### src/sv/biquad_cascade_with_coefficient_ramp_assert.svh
// assertion macros shared by the biquad cascade rtl
`ifndef BIQUAD_CASCADE_WITH_COEFFICIENT_RAMP_ASSERT_SVH
`define BIQUAD_CASCADE_WITH_COEFFICIENT_RAMP_ASSERT_SVH

// same-cycle implication
`define BQC_ASSERT_IMPLY(label, clk, rst, ante, cons) \
   label: assert property (@(posedge clk) disable iff (rst) (ante) |-> (cons)) \
      else $error("bqc assertion failed");

// next-cycle implication
`define BQC_ASSERT_NEXT(label, clk, rst, ante, cons) \
   label: assert property (@(posedge clk) disable iff (rst) (ante) |=> (cons)) \
      else $error("bqc assertion failed");

`endif

### src/sv/bqc_pkg.sv
// shared types and constants of the biquad cascade
package bqc_pkg;
   localparam int SAMPLE_W = 24;
   localparam int COEF_W = 32;
   localparam int DELAY_W = 48;
   localparam int PROD_W = SAMPLE_W + COEF_W;
   localparam int DIFF_W = COEF_W + 1;
   localparam int FRAMES_W = 16;
   localparam int CHAN_W = 2;
   localparam int FUNC_W = 2;
   localparam int SEC_IDX_W = 4;
   localparam int COEF_IDX_W = 3;
   localparam int CSR_IDX_W = 1;
   localparam int CSR_DATA_W = 16;
   localparam int COEFS_PER_SECTION = 5;

   localparam logic [FUNC_W-1:0] FUNC_SAMPLE = 2'd0;
   localparam logic [FUNC_W-1:0] FUNC_WRITE = 2'd1;
   localparam logic [FUNC_W-1:0] FUNC_COMMIT = 2'd2;

   localparam logic [CSR_IDX_W-1:0] REG_RAMP_LENGTH = 1'd0;
   localparam logic [CSR_IDX_W-1:0] REG_CHANNEL_COUNT = 1'd1;

   localparam logic [FRAMES_W-1:0] RAMP_LENGTH_RESET = 16'd960;
   localparam logic [CHAN_W-1:0] CHANNEL_COUNT_RESET = 2'd2;

   typedef struct packed {
      logic                start;
      logic [DIFF_W-1:0]   dividend;
      logic [FRAMES_W-1:0] divisor;
   } div_req_type;

   typedef struct packed {
      logic              done;
      logic [DIFF_W-1:0] quotient;
   } div_status_type;
endpackage

### src/sv/bqc_div.sv
// restoring divider, one quotient bit per cycle
module bqc_div (
   input  logic                    clock,
   input  logic                    reset,
   input  bqc_pkg::div_req_type    req,
   output bqc_pkg::div_status_type status
);
   import bqc_pkg::*;

   localparam int CNT_W = $clog2(DIFF_W);

   logic [FRAMES_W-1:0] rem_ff, rem_in;
   logic [DIFF_W-1:0]   quo_ff, quo_in;
   logic [FRAMES_W-1:0] den_ff, den_in;
   logic [CNT_W-1:0]    cnt_ff, cnt_in;
   logic                busy_ff, busy_in;
   logic                done_ff, done_in;
   logic [FRAMES_W:0]   trial;
   logic                fits;

   always_comb begin
      trial = {rem_ff, quo_ff[DIFF_W-1]};
      fits = trial >= {1'b0, den_ff};
      rem_in = rem_ff;
      quo_in = quo_ff;
      den_in = den_ff;
      cnt_in = cnt_ff;
      busy_in = busy_ff;
      done_in = 1'b0;
      if (req.start) begin
         rem_in = '0;
         quo_in = req.dividend;
         den_in = req.divisor;
         cnt_in = '0;
         busy_in = 1'b1;
      end else if (busy_ff) begin
         rem_in = fits ? FRAMES_W'(trial - {1'b0, den_ff}) : trial[FRAMES_W-1:0];
         quo_in = {quo_ff[DIFF_W-2:0], fits};
         cnt_in = cnt_ff + 1'b1;
         if (cnt_ff == CNT_W'(DIFF_W - 1)) begin
            busy_in = 1'b0;
            done_in = 1'b1;
         end
      end
   end

   always_ff @(posedge clock) begin
      if (reset) begin
         busy_ff <= 1'b0;
         done_ff <= 1'b0;
         cnt_ff <= '0;
      end else begin
         busy_ff <= busy_in;
         done_ff <= done_in;
         cnt_ff <= cnt_in;
      end
      rem_ff <= rem_in;
      quo_ff <= quo_in;
      den_ff <= den_in;
   end

   assign status.done = done_ff;
   assign status.quotient = quo_ff;
endmodule
### config.mk
export PLATFORM = sky130hd
export DESIGN_NAME = bqc_div
export DESIGN_NICKNAME = d
export VERILOG_FILES = /design/src/sv/biquad_cascade_with_coefficient_ramp_assert.svh /design/src/sv/bqc_pkg.sv /design/src/sv/bqc_div.sv
export SDC_FILE = /design/constraint.sdc
export NUM_CORES = 1
export LEC_CHECK = 0
export BUFFER_PORTS_ARGS = -buffer_cell sky130_fd_sc_hd__buf_2
export CAP_MARGIN = 20
export CORE_UTILIZATION = 47
export DETAILED_ROUTE_END_ITERATION = 12
export PLACE_DENSITY = 0.71
export SLEW_MARGIN = 20
export SYNTH_ARGS = -nofsm -noshare
export SYNTH_HDL_FRONTEND = slang
export SYNTH_SLANG_ARGS = --single-unit
export TNS_END_PERCENT = 50
### constraint.sdc
create_clock -name clock -period 3.27 [get_ports clock]
set_clock_uncertainty 0.15 [all_clocks]
set_input_delay 0.654 -clock clock [delete_from_list [all_inputs] [get_ports clock]]
set_output_delay 0.654 -clock clock [all_outputs]
set_load 0.1 [all_outputs]
Word-level counts from Yosys, hierarchy flattened:

Cells that the tools add are included.

* add/subtract/negate cells: 2
* order comparisons: 1
* eq/ne operators: 1
* muxes and demuxes: 7
* bitwise logic cells: 1
* reductions and logical operators: 3

Operators with widths (number)
* $mux W33: 2
* $ge A17 B16 Y1: 1
* $mux W16: 1
* $sub A16 B16 Y16: 1
* $add A6 B1 Y6 const B: 1
* $eq A6 B6 Y1 const B: 1
* $mux W1: 4
* $reduce_or A3 Y1: 1
* $reduce_bool A2 Y1: 1
* $reduce_or A2 Y1: 1
* $not A1 Y1: 1

* register bits: 73
* input bits: 52
* output and inout bits: 34
* word-level logic and storage cells: 21

Logic depth before layout (Yosys ltp):

Gate-level depths: netlist of the first run.

* depth in word-level cells: 4
* depth in mapped cells: 12
* mapped depth without buffers: 11

Worst setup path before layout of the first run:

Ideal clock, no wire load.

* path type: register -> register
* start: register quo_ff[32]
* end: register rem_ff[12]
* setup time: 0.086 ns
* arrival time: 2.759 ns
* required time: 3.034 ns
* setup slack: 0.275 ns
* cell stages (with the launch flop): 12
* buffers on the path: 0
* cells stage by stage: edfxtp_1 inv_1 ha_1 fa_1 nor2b_1 o31a_1 o21ai_1 a21oi_1 o41ai_1 xnor2_1 mux2i_1 a211oi_1

* cells in the longest elaborated chain, start to end: 2
* elaborated cells between the ends (all ways): 3

RTL lines
* from (decl): RTL line bqc_div.sv:13 `logic [DIFF_W-1:0] quo_ff, quo_in;`
* from (signal assigned): RTL line bqc_div.sv:58 `quo_ff <= quo_in;`
* $sub A16 B16 Y16 or $ge A17 B16 Y1 (tied branches): RTL line bqc_div.sv:37, bqc_div.sv:23
* $mux W16 (*): RTL line bqc_div.sv:37 `rem_in = fits ? FRAMES_W'(trial - {1'b0, den_ff}) : trial[FRAMES_W-1:0];`
* to (signal assigned): RTL line bqc_div.sv:57 `rem_ff <= rem_in;`
* to (decl): RTL line bqc_div.sv:12 `logic [FRAMES_W-1:0] rem_ff, rem_in;`

Mark *: on every way between the ends. The rest lies on a longest branch, timed or not.
A chain may end at the register's enable or synchronous reset.

Final worst setup path of the first run:

* start: register den_ff[8]
* end: register rem_ff[0]

* cells in the longest elaborated chain, start to end: 2

RTL lines
* from (decl): RTL line bqc_div.sv:14 `logic [FRAMES_W-1:0] den_ff, den_in;`
* from (signal assigned): RTL line bqc_div.sv:59 `den_ff <= den_in;`
* $ge A17 B16 Y1: RTL line bqc_div.sv:23 `fits = trial >= {1'b0, den_ff};`
* $mux W16: RTL line bqc_div.sv:37

No other way between the ends.

==> PnR_summary.wiki, run 1 <==
{| class="wikitable"
! Metric !! Value
|-
| Multiplexer area fraction after synthesis || a little over an eighth
|-
| Number of CTS-inserted buffers || 9
|-
| Top-area cell type share of the netlist area || 39.1%
|-
| Commonest non-fill, non-tap cells in the layout || sky130_fd_sc_hd__buf_2 (85), sky130_fd_sc_hd__edfxtp_1 (49), sky130_fd_sc_hd__mux2_2 (32), sky130_fd_sc_hd__inv_1 (25)
|-
| Worst-case register-to-register setup slack || 470 ps
|-
| Footprint of the multi-input gates || 1630 µm²
|-
| Final-report max-slew violation count || 0
|-
| Synth Area in Adders || about 6.5%
|-
| Antenna violations before repair || 0
|-
| Starting utilization of the core area || 48.7%
|-
| Share of final-layout standard cells stronger than drive strength 1 || between 30% and 40%
|-
| CTS tree || built
|-
| Number of distinct library cell variants in the gate-level netlist after synthesis || 47
|-
| Maximum number of pins on one net before global-route repair || 34
|-
| Yosys warns || 0
|-
| Depth of the most critical reg-to-reg path || 11
|-
| Area Growth Syn to Fin || 18.2%
|-
| # clock sinks || 73
|-
| Endpoints failing hold || 0
|-
| Worst R2R Start || den_ff[8]$_DFFE_PP_
|-
| Max Fclk || 0.358 GHz
|-
| Crit start category || flop
|-
| Peak supply drop || around 0.32 mV
|-
| Min-delay worst type || in -> reg
|-
| Total power after layout || ~2.5 mW
|-
| Number of storage elements in the synthesis netlist || between 70 and 80
|-
| Synth Area in Simple Gates || 8.28%
|-
| Vertical extent of the die || roughly 90 µm
|-
| CTS Root Cell || sky130_fd_sc_hd__clkbuf_8
|-
| Via count || 2678
|-
| Min-Delay Endpoint || den_ff[10]$_DFFE_PP_
|-
| Mapped Avg Cell Area || 11.8 µm²
|-
| Detailed Route Iter0 Violations || roughly 130
|-
| Proportion of register bits with asynchronous set or reset after synthesis || 0%
|-
| Number of detailed-route iterations in the first pass || 4
|-
| Arr. time, crit path || 2910 ps
|-
| Power per standard cell area || 565 nW/µm²
|-
| Dominant cells by area after synthesis || sky130_fd_sc_hd__edfxtp_1 (39%), sky130_fd_sc_hd__dfxtp_1 (13%), sky130_fd_sc_hd__mux2_2 (9.6%)
|-
| Maximum level of the CTS H-tree || 3
|-
| Number of cell rows || 32
|-
| Final critical-path share of the clock period || 85.5%
|-
| Vias per cell || around 5.2
|-
| Net Count, Synth || about 390
|-
| Outcome || complete, no violations
|-
| Number of filler cells placed in the layout || 665
|-
| IO Count || 86
|-
| Combinational family with the most area after synthesis || multiplexers
|-
| Endpoints failing setup || 0
|-
| Port-buffer cells || 85
|-
| Count of placed standard cells in the final layout, fillers left out || 514
|-
| First-pass GRT wire length || 12.1 mm
|-
| Setup bufs post-CTS || 0
|-
| Wirelength per Cell || 14.1 µm
|-
| Fraction of the yosys area taken by sequential cells || 51.9%
|-
| Endpoint type of the worst setup path || flop
|-
| Final standard cell area without fillers || 4450 µm²
|-
| Most common cell after layout, fill and taps aside || sky130_fd_sc_hd__buf_2
|-
| Aggregate global routing overflow || 0
|-
| Post-CTS Hold Buffers || 0
|-
| Number of nets in the final layout || roughly 480
|-
| Inserted Diodes || 0
|-
| Residual DRC || 0
|-
| Gate count after technology mapping || 320
|-
| Cell area after synthesis || 3760 µm²
|-
| Half-perimeter wire length after placement || 5.34 mm
|-
| Post-cts sizing count || 0
|-
| EDFF count, synth || 49
|-
| Destination of the worst register-to-register timing path || rem_ff[0]$_SDFFE_PP0P_
|-
| Top cell type by total area after synthesis || sky130_fd_sc_hd__edfxtp_1
|-
| Seq. cell area || 1950 µm²
|-
| CTS clk-pin slew, worst paths || 80 ps
|-
| Final RePlAce weighted congestion || slightly above 0.9
|-
| Maximum clock path buffer count || 2
|-
| Worst slew margin || about two thirds
|-
| Total routing usage reported by global routing || approximately 18%
|-
| Placeable core region || 7730 µm²
|-
| Crit path time final || 2800 ps
|-
| Leakage component of the power || around 1.8 nW
|-
| Skew-Pair Late Insertion Delay || 350 ps
|-
| HP Start || req[10]
|-
| Post-DP Area || 4280 µm²
|-
| Critical path start-end classification || reg -> reg
|-
| Area fraction in compound gates after synthesis || 11.6%
|-
| Post-Synth XOR/XNOR Area || around 4%
|-
| Number of nets with antenna violations after routing || 0
|-
| Floorplan die area || ~8400 µm²
|-
| Number of violations of the max-capacitance limit || 0
|-
| Number of placed instances with taps included || 498
|-
| Setup TNS || 0 ps
|-
| Predominant post-synthesis flop cell || sky130_fd_sc_hd__edfxtp_1
|-
| Die X || 91.5 µm
|-
| Measured slew at the worst slew-check pin || 499 ps
|-
| Setup repair after global routing missed its margin || no
|-
| Vias in the first global route || 2700
|-
| Crit path max fanout || 15
|-
| Required time of the critical path || 3380 ps
|-
| Depth of the worst hold-timing path || 1
|-
| Drt total wl || 7.27 mm
|}
## power by group
part	total, mW	switching (mW)	internal, mW
clock network	0.610	0.337	0.274
registers	1.12	0.0443	1.08
logic	0.777	0.549	0.228
## worst max path at each step
stage / endpoint / cells past startpoint / from / slack, ps
final: rem_ff[0]$_SDFFE_PP0P_ / 11 / den_ff[8]$_DFFE_PP_ / 470
after global routing: rem_ff[0]$_SDFFE_PP0P_ / 11 / den_ff[8]$_DFFE_PP_ / 210
after CTS: rem_ff[0]$_SDFFE_PP0P_ / 11 / den_ff[8]$_DFFE_PP_ / 450
after detailed placement: rem_ff[0]$_SDFFE_PP0P_ / 11 / den_ff[8]$_DFFE_PP_ / 500
after global placement: rem_ff[0]$_SDFFE_PP0P_ / 11 / den_ff[3]$_DFFE_PP_ / 570
after floorplan: rem_ff[12]$_SDFFE_PP0P_ / 11 / quo_ff[32]$_DFFE_PP_ / 280
## final cells by class
cell class              count  share of cell area, %
clock buffers               9                   2.79
clock inverters             7                   1.01
inverters                  25                   2.11
multi-input cells         207                   36.7
flip-flops and latches     73                   43.9
well taps                 102                   2.87
repair buffers             91                   10.6
## synthesized netlist by cell type (2+ instances only)
cell,count
sky130_fd_sc_hd__nor2b_1,4
sky130_fd_sc_hd__mux2_2,32
sky130_fd_sc_hd__ha_1,18
sky130_fd_sc_hd__inv_1,25
sky130_fd_sc_hd__a211oi_1,13
sky130_fd_sc_hd__xnor2_1,10
sky130_fd_sc_hd__xor2_1,7
sky130_fd_sc_hd__edfxtp_1,49
sky130_fd_sc_hd__or2_2,2
sky130_fd_sc_hd__o21a_1,2
sky130_fd_sc_hd__nor3_1,8
sky130_fd_sc_hd__or3_1,4
sky130_fd_sc_hd__o21ai_0,6
sky130_fd_sc_hd__a21o_1,4
sky130_fd_sc_hd__mux2i_1,12
sky130_fd_sc_hd__clkbuf_1,10
sky130_fd_sc_hd__dfxtp_1,24
sky130_fd_sc_hd__nand2_1,11
sky130_fd_sc_hd__a21oi_2,2
sky130_fd_sc_hd__o21ai_2,3
sky130_fd_sc_hd__nor2_1,24
sky130_fd_sc_hd__buf_6,3
sky130_fd_sc_hd__a21oi_1,16
sky130_fd_sc_hd__nand4_1,5
sky130_fd_sc_hd__a211oi_2,3
sky130_fd_sc_hd__o21ai_1,2
## worst max-delay path, stage by stage (launching register included)
cell,delay (ps)
sky130_fd_sc_hd__edfxtp_1,340
sky130_fd_sc_hd__inv_1,40
sky130_fd_sc_hd__ha_1,350
sky130_fd_sc_hd__and3_1,220
sky130_fd_sc_hd__nand4_1,150
sky130_fd_sc_hd__nor3_1,270
sky130_fd_sc_hd__nor3_1,90
sky130_fd_sc_hd__a21oi_2,350
sky130_fd_sc_hd__buf_4,330
sky130_fd_sc_hd__mux2i_1,210
sky130_fd_sc_hd__nor2_1,50
sky130_fd_sc_hd__a211oi_1,150
## metrics by stage
step	setup slack [ps]	util (%)	hold slack, ps
final	474	57.5	327
after global routing	215	57.5	304
after CTS	453	57.5	307
after detailed placement	499	55.4	328
after global placement	571	55.4	319
after floorplan	275	-	293
## sequential cells by signal, summed over array words and instances, names as in the netlist
register	flops
busy_ff	1
cnt_ff	6
den_ff	16
done_ff	1
quo_ff	33
rem_ff	16
## cell families (layout without fill, tap and decap cells)
group                      count (synthesis)  after routing
DFF                                       73             73
and+or+nand+nor                           65             65
AOI/OAI and AO/OA                         61             61
muxes                                     45             45
buffers and inverters                     40            132
adders and majority gates                 19             19
xor gates and xnor gates                  17             17
## layer usage
metal / GRT usage (%) / vias up / share of wire, %
met3: 5.78 / 15 / 5.9
li1: - / 1342 / -
met1: 23.4 / 1242 / 45
met5: 0 / - / 0
met4: 8.33 / 0 / 2.5
met2: 28.8 / 79 / 47
Power figures use the tool's default switching activity.
==> inputs of run 2 (changes only) <==
- CAP_MARGIN: 20 -> 40
- MAX_ROUTING_LAYER: default -> met4
==> PnR_summary.wiki, run 2 (synthesized netlist as in run 1, its figures left out) <==
{| class="wikitable"
! Metric !! Value
|-
| Post-CTS Hold Buffers || 0
|-
| Measured slew at the worst slew-check pin || 497 ps
|-
| Critical path start-end classification || reg -> reg
|-
| First-pass GRT wire length || 12.1 mm
|-
| Required time of the critical path || between 3000 and 4000 ps
|-
| Largest register FFs || 33
|-
| Area Growth Syn to Fin || 18.2%
|-
| Via count || approximately 2700
|-
| Pre-CTS WS || 499 ps
|-
| Outcome || complete, no violations
|-
| Post-cts sizing count || 0
|-
| Final critical-path share of the clock period || 85.4%
|-
| Number of nets with antenna violations after routing || 0
|-
| Slowest stage delay, CP || 350 ps
|-
| Inserted Diodes || 0
|-
| Share of final-layout standard cells stronger than drive strength 1 || around 36%
|-
| Total routing usage reported by global routing || 18.9%
|-
| Max Fclk || 0.358 GHz
|-
| Placeable core region || ~7700 µm²
|-
| Final setup margin || 477 ps
|-
| Endpoints failing setup || 0
|-
| Number of cell rows || 32
|-
| Final RePlAce weighted congestion || 0.942
|-
| Crit path time final || 2790 ps
|-
| Maximum clock path buffer count || 2
|-
| Port-buffer cells || 85
|-
| Starting utilization of the core area || about half
|-
| Util after Layout || 57.5%
|-
| Half-perimeter wire length after placement || 5.34 mm
|-
| Skew-Pair Late Insertion Delay || 350 ps
|-
| CP Buf/Inv Count || 2
|-
| Internal Pwr Total || 1.58 mW
|-
| Power per standard cell area || 565 nW/µm²
|-
| Number of placed instances with taps included || 498
|-
| Number of violations of the max-capacitance limit || 0
|-
| Vias in the first global route || 2703
|-
| Aggregate global routing overflow || 0
|-
| Largest registers || quo_ff (33), den_ff (16), rem_ff (16)
|-
| Peak supply drop || 0.322 mV
|-
| Sw Share || 37.1%
|-
| Count of placed standard cells in the final layout, fillers left out || between 500 and 600
|-
| CTS clk-pin slew, worst paths || 80 ps
|-
| Setup TNS || 0 ps
|-
| Post-Route Hold Slack || 327 ps
|-
| CTS Root Cell || sky130_fd_sc_hd__clkbuf_8
|-
| IO Count || 86
|-
| Vias per cell || 5.21
|-
| Floorplan die area || 8370 µm²
|-
| Share of power burned in registers || around 45%
|-
| Endpoints failing hold || 0
|-
| Commonest non-fill, non-tap cells in the layout || sky130_fd_sc_hd__buf_2 (85), sky130_fd_sc_hd__edfxtp_1 (49), sky130_fd_sc_hd__mux2_2 (32), sky130_fd_sc_hd__inv_1 (25)
|-
| Family with the most delay on the worst path || simple AND/OR/NAND/NOR gates
|-
| Detailed Route Iter0 Violations || 130
|-
| CTS tree || built
|-
| Number of CTS-inserted buffers || 9
|-
| Post-DP Area || about 4300 µm²
|-
| Residual DRC || 0
|-
| Number of filler cells placed in the layout || 665
|-
| Leakage component of the power || about 1.8 nW
|-
| Timing startpoint of the critical path || den_ff[8]$_DFFE_PP_
|-
| Cells traversed along the worst timing path || inv_1 -> ha_1 -> and3_1 -> nand4_1 -> nor3_1 -> nor3_1 -> a21oi_2 -> buf_4 -> mux2i_1 -> nor2_1 -> a211oi_1
|-
| Endpoint type of the worst setup path || flop
|-
| Final standard cell area without fillers || 4450 µm²
|-
| Comb pwr share || 31.0%
|-
| Antenna violations before repair || 0
|-
| Slowest CP cell || sky130_fd_sc_hd__ha_1
|-
| Final-report max-slew violation count || 0
|-
| Worst R2R Start || den_ff[8]$_DFFE_PP_
|-
| Crit start category || flop
|-
| Worst slew margin || 67.1%
|-
| Setup bufs post-CTS || 0
|-
| Arr. time, crit path || 2910 ps
|-
| Total power after layout || around 2.5 mW
|-
| Die X || 91.5 µm
|-
| P_sw || 0.931 mW
|-
| Most common cell after layout, fill and taps aside || sky130_fd_sc_hd__buf_2
|-
| Maximum level of the CTS H-tree || 3
|-
| Vertical extent of the die || 91.5 µm
|-
| Worst-case register-to-register setup slack || approximately 480 ps
|-
| Number of detailed-route iterations in the first pass || 4
|-
| # clock sinks || 73
|-
| Crit path max fanout || 15
|-
| HP Start || req[10]
|-
| Setup repair after global routing missed its margin || no
|-
| Maximum number of pins on one net before global-route repair || 34
|-
| Min-delay worst type || in -> reg
|-
| Most used cell along the critical path || sky130_fd_sc_hd__nor3_1
|-
| Most flop-heavy register || quo_ff
|-
| Wirelength per Cell || 14.1 µm
|-
| Drt total wl || 7.25 mm
|-
| Number of nets in the final layout || 478
|-
| Portion of total power attributed to the clock network || 24.3%
|}
-- run 2: cell counts in the layout (fill, tap and decap cells not counted) --
Identical to the previous run, type by type.
-- run 2: layout make-up --
cell class	count	area, µm²	area share [%]
sequential	73	1950	43.9
multi-input combinational	207	1630	36.7
timing repair buffer	91	470	10.6
tap	102	128	2.87
clock buffer	9	124	2.79
inverter	25	93.8	2.11
clock inverter	7	45.0	1.01
-- run 2: final timing paths --
kind                                                to  cells past startpoint
worst min-delay path              den_ff[10]$_DFFE_PP_                      1
worst max-delay path            rem_ff[0]$_SDFFE_PP0P_                     11
worst max register to register  rem_ff[0]$_SDFFE_PP0P_                     11
worst min register to register  cnt_ff[5]$_SDFFE_PP0P_                      2
-- run 2: worst register-to-register path: stages (launching register included) --
cell and delay (ps):
sky130_fd_sc_hd__edfxtp_1 340, sky130_fd_sc_hd__inv_1 40, sky130_fd_sc_hd__ha_1 350, sky130_fd_sc_hd__and3_1 220, sky130_fd_sc_hd__nand4_1 150, sky130_fd_sc_hd__nor3_1 270
sky130_fd_sc_hd__nor3_1 90, sky130_fd_sc_hd__a21oi_2 350, sky130_fd_sc_hd__buf_4 330, sky130_fd_sc_hd__mux2i_1 220, sky130_fd_sc_hd__nor2_1 50, sky130_fd_sc_hd__a211oi_1 150
-- run 2: power groups by stage --
stage               combinational (mW)  clock (mW)  sequential [mW]
finish                           0.778       0.611             1.12
global route                     0.829       0.667             1.13
CTS                              0.781       0.632             1.12
detailed placement               0.780           0             1.14
global placement                 0.772           0             1.14
floorplan                        0.335           0             1.45
-- run 2: per-layer routing --
layer	global-route usage, %	up-vias	part of all wire, %
li1	-	1339	-
met1	23.6	1239	45
met2	28.9	83	47
met3	4.77	17	5.6
met4	8.73	0	2.6
met5	-	-	0
==> inputs of run 3 (changes only) <==
- CTS_CLUSTER_SIZE: default -> 28
- HOLD_SLACK_MARGIN: default -> 0.06
- clock period: 3.27 -> 2.65 ns (I/O delays scaled with it)
==> PnR_summary.wiki, run 3 (synthesized netlist as in run 1, its figures left out) <==
{| class="wikitable"
! Metric !! Value
|-
| P_sw || 1.17 mW
|-
| CP endpoint || rem_ff[0]$_SDFFE_PP0P_
|-
| Number of detailed-route iterations in the first pass || 4
|-
| Share of final-layout standard cells stronger than drive strength 1 || 40.2%
|-
| Half-perimeter wire length after placement || 5.30 mm
|-
| Number of nets in the final layout || 489
|-
| Crit start category || flop
|-
| Worst path depth || 12
|-
| Final-report max-slew violation count || 0
|-
| Vias per cell || 5.22
|-
| Cells traversed along the worst timing path || inv_1 -> ha_1 -> and3_4 -> buf_4 -> nand4_1 -> a21oi_2 -> o221ai_4 -> a21oi_4 -> buf_12 -> mux2i_1 -> nor2_1 -> a211oi_1
|-
| Vias in the first global route || ~2700
|-
| Detailed Route Iter0 Violations || 88
|-
| # clock sinks || 73
|-
| First-pass GRT wire length || 12.3 mm
|-
| Share of power burned in registers || 42.1%
|-
| CTS tree || built
|-
| Arr. time, crit path || around 2700 ps
|-
| Peak supply drop || 0.485 mV
|-
| Endpoints failing setup || 0
|-
| Vertical extent of the die || 91.5 µm
|-
| Portion of total power attributed to the clock network || 26.5%
|-
| Residual DRC || 0
|-
| Required time of the critical path || 2760 ps
|-
| Aggregate global routing overflow || 0
|-
| Depth of the most critical reg-to-reg path || 12
|-
| Maximum level of the CTS H-tree || 3
|-
| Number of CTS-inserted buffers || 9
|-
| Largest registers || quo_ff (33), den_ff (16), rem_ff (16)
|-
| Endpoint type of the worst setup path || flop
|-
| Most common cell after layout, fill and taps aside || sky130_fd_sc_hd__buf_2
|-
| Total power after layout || 3.29 mW
|-
| Timing startpoint of the critical path || den_ff[8]$_DFFE_PP_
|-
| Max Fclk || 0.392 GHz
|-
| Area Growth Syn to Fin || 23.5%
|-
| Slowest CP cell || sky130_fd_sc_hd__edfxtp_1
|-
| CP Buf/Inv Count || 3
|-
| Antenna violations before repair || 0
|-
| Post-Route Hold Slack || about 200 ps
|-
| Worst-case register-to-register setup slack || 100 ps
|-
| Leakage component of the power || 1.93 nW
|-
| Final critical-path share of the clock period || roughly 96%
|-
| Slowest stage delay, CP || 330 ps
|-
| Drt total wl || 7.33 mm
|-
| Most flop-heavy register || quo_ff
|-
| Sw Share || a little over a third
|-
| Port-buffer cells || 85
|-
| Starting utilization of the core area || 48.7%
|-
| CTS Root Cell || sky130_fd_sc_hd__clkbuf_8
|-
| Number of cell rows || 32
|-
| Critical path start-end classification || reg -> reg
|-
| Via count || 2739
|-
| Number of violations of the max-capacitance limit || 0
|-
| Min-delay worst type || in -> reg
|-
| Worst R2R Start || den_ff[8]$_DFFE_PP_
|-
| Die X || 91.5 µm
|-
| Internal Pwr Total || 2.12 mW
|-
| Largest register FFs || 33
|-
| Measured slew at the worst slew-check pin || 500 ps
|-
| Placeable core region || between 7000 and 8000 µm²
|-
| Family with the most delay on the worst path || compound AO/OA/AOI/OAI gates
|-
| Skew-Pair Late Insertion Delay || 350 ps
|-
| Destination of the worst register-to-register timing path || rem_ff[0]$_SDFFE_PP0P_
|-
| Number of nets with antenna violations after routing || 0
|-
| Crit path max fanout || 12
|-
| Wirelength per Cell || roughly 14 µm
|-
| CTS clk-pin slew, worst paths || roughly 80 ps
|-
| Final RePlAce weighted congestion || 0.836
|-
| Power per standard cell area || 707 nW/µm²
|-
| Worst slew margin || 66.9%
|-
| Comb pwr share || 31.4%
|-
| Outcome || complete, no violations
|-
| Crit path time final || 2550 ps
|-
| Endpoints failing hold || 0
|-
| Floorplan die area || 8370 µm²
|-
| Commonest non-fill, non-tap cells in the layout || sky130_fd_sc_hd__buf_2 (85), sky130_fd_sc_hd__edfxtp_1 (49), sky130_fd_sc_hd__mux2_2 (32), sky130_fd_sc_hd__inv_1 (25)
|-
| Total routing usage reported by global routing || 19.4%
|-
| Maximum clock path buffer count || 2
|-
| Inserted Diodes || 0
|-
| Maximum number of pins on one net before global-route repair || 34
|-
| IO Count || 86
|}
-- run 3: layout make-up --
cell class	count	area [µm²]
multi-input combinational	207	1700
clock buffer	11	141
tap	102	128
inverter	25	93.8
clock inverter	5	55.1
sequential	73	1950
timing repair buffer	102	578
fill	640	3080
-- run 3: layer usage --
metal | wire, µm | track usage, % | part of all wire, % | vias to the layer above
li1 | - | - | - | 1361
met1 | 3410 | 23.8 | 47 | 1298
met2 | 3460 | 30.5 | 47 | 73
met3 | 380 | 5.53 | 5.2 | 7
met4 | 80 | 7.01 | 1.1 | 0
met5 | 0 | - | 0 | -
-- run 3: worst register-to-register path: cells and delay by family (launching register included) --
kind	cells	cell delay, ps
buf+inv	3	330
flops	1	330
compound gates	4	800
mux	1	190
fa+ha+maj	1	300
simple gates	3	370
-- run 3: power by group through the flow --
stage          combinational [mW]  sequential [mW]  clock (mW)
2_1_floorplan               0.419             1.79           0
3_3_place_gp                 1.00             1.41           0
3_5_place_dp                 1.01             1.41           0
4_1_cts                      1.01             1.38       0.895
5_1_grt                      1.10             1.40       0.945
6_report                     1.03             1.38       0.872
-- run 3: stage by stage --
step	cells	TNS [ps]	util, %	setup WS, ps	instance area [µm²]
2_1_floorplan	320	-1900	-	-206	3780
3_3_place_gp	508	0	56.9	92.1	4400
3_5_place_dp	508	0	56.9	59.3	4400
4_1_cts	524	0	59.5	37.2	4590
5_1_grt	525	-7.74	60.2	-7.74	4650
6_report	525	0	60.2	100	4650
-- run 3: worst min-delay path by stage --
stage,startpoint,endpoint,cells after the start
3_3_place_gp,rem_ff[1]$_SDFFE_PP0P_,rem_ff[1]$_SDFFE_PP0P_,2
3_5_place_dp,rem_ff[1]$_SDFFE_PP0P_,rem_ff[1]$_SDFFE_PP0P_,2
4_1_cts,req[12],den_ff[12]$_DFFE_PP_,1
6_report,req[13],den_ff[13]$_DFFE_PP_,1
2_1_floorplan,cnt_ff[5]$_SDFFE_PP0P_,done_ff$_SDFF_PP0_,2
5_1_grt,req[11],den_ff[11]$_DFFE_PP_,1
-- run 3: what timing repair did --
| item | in CTS | in global routing |
|---|---|---|
| gates resized for setup | 0 | 8 |
| hold buffers | 0 | 0 |
| endpoints found under the setup margin | 0 | 14 |
| setup buffers | 0 | 1 |
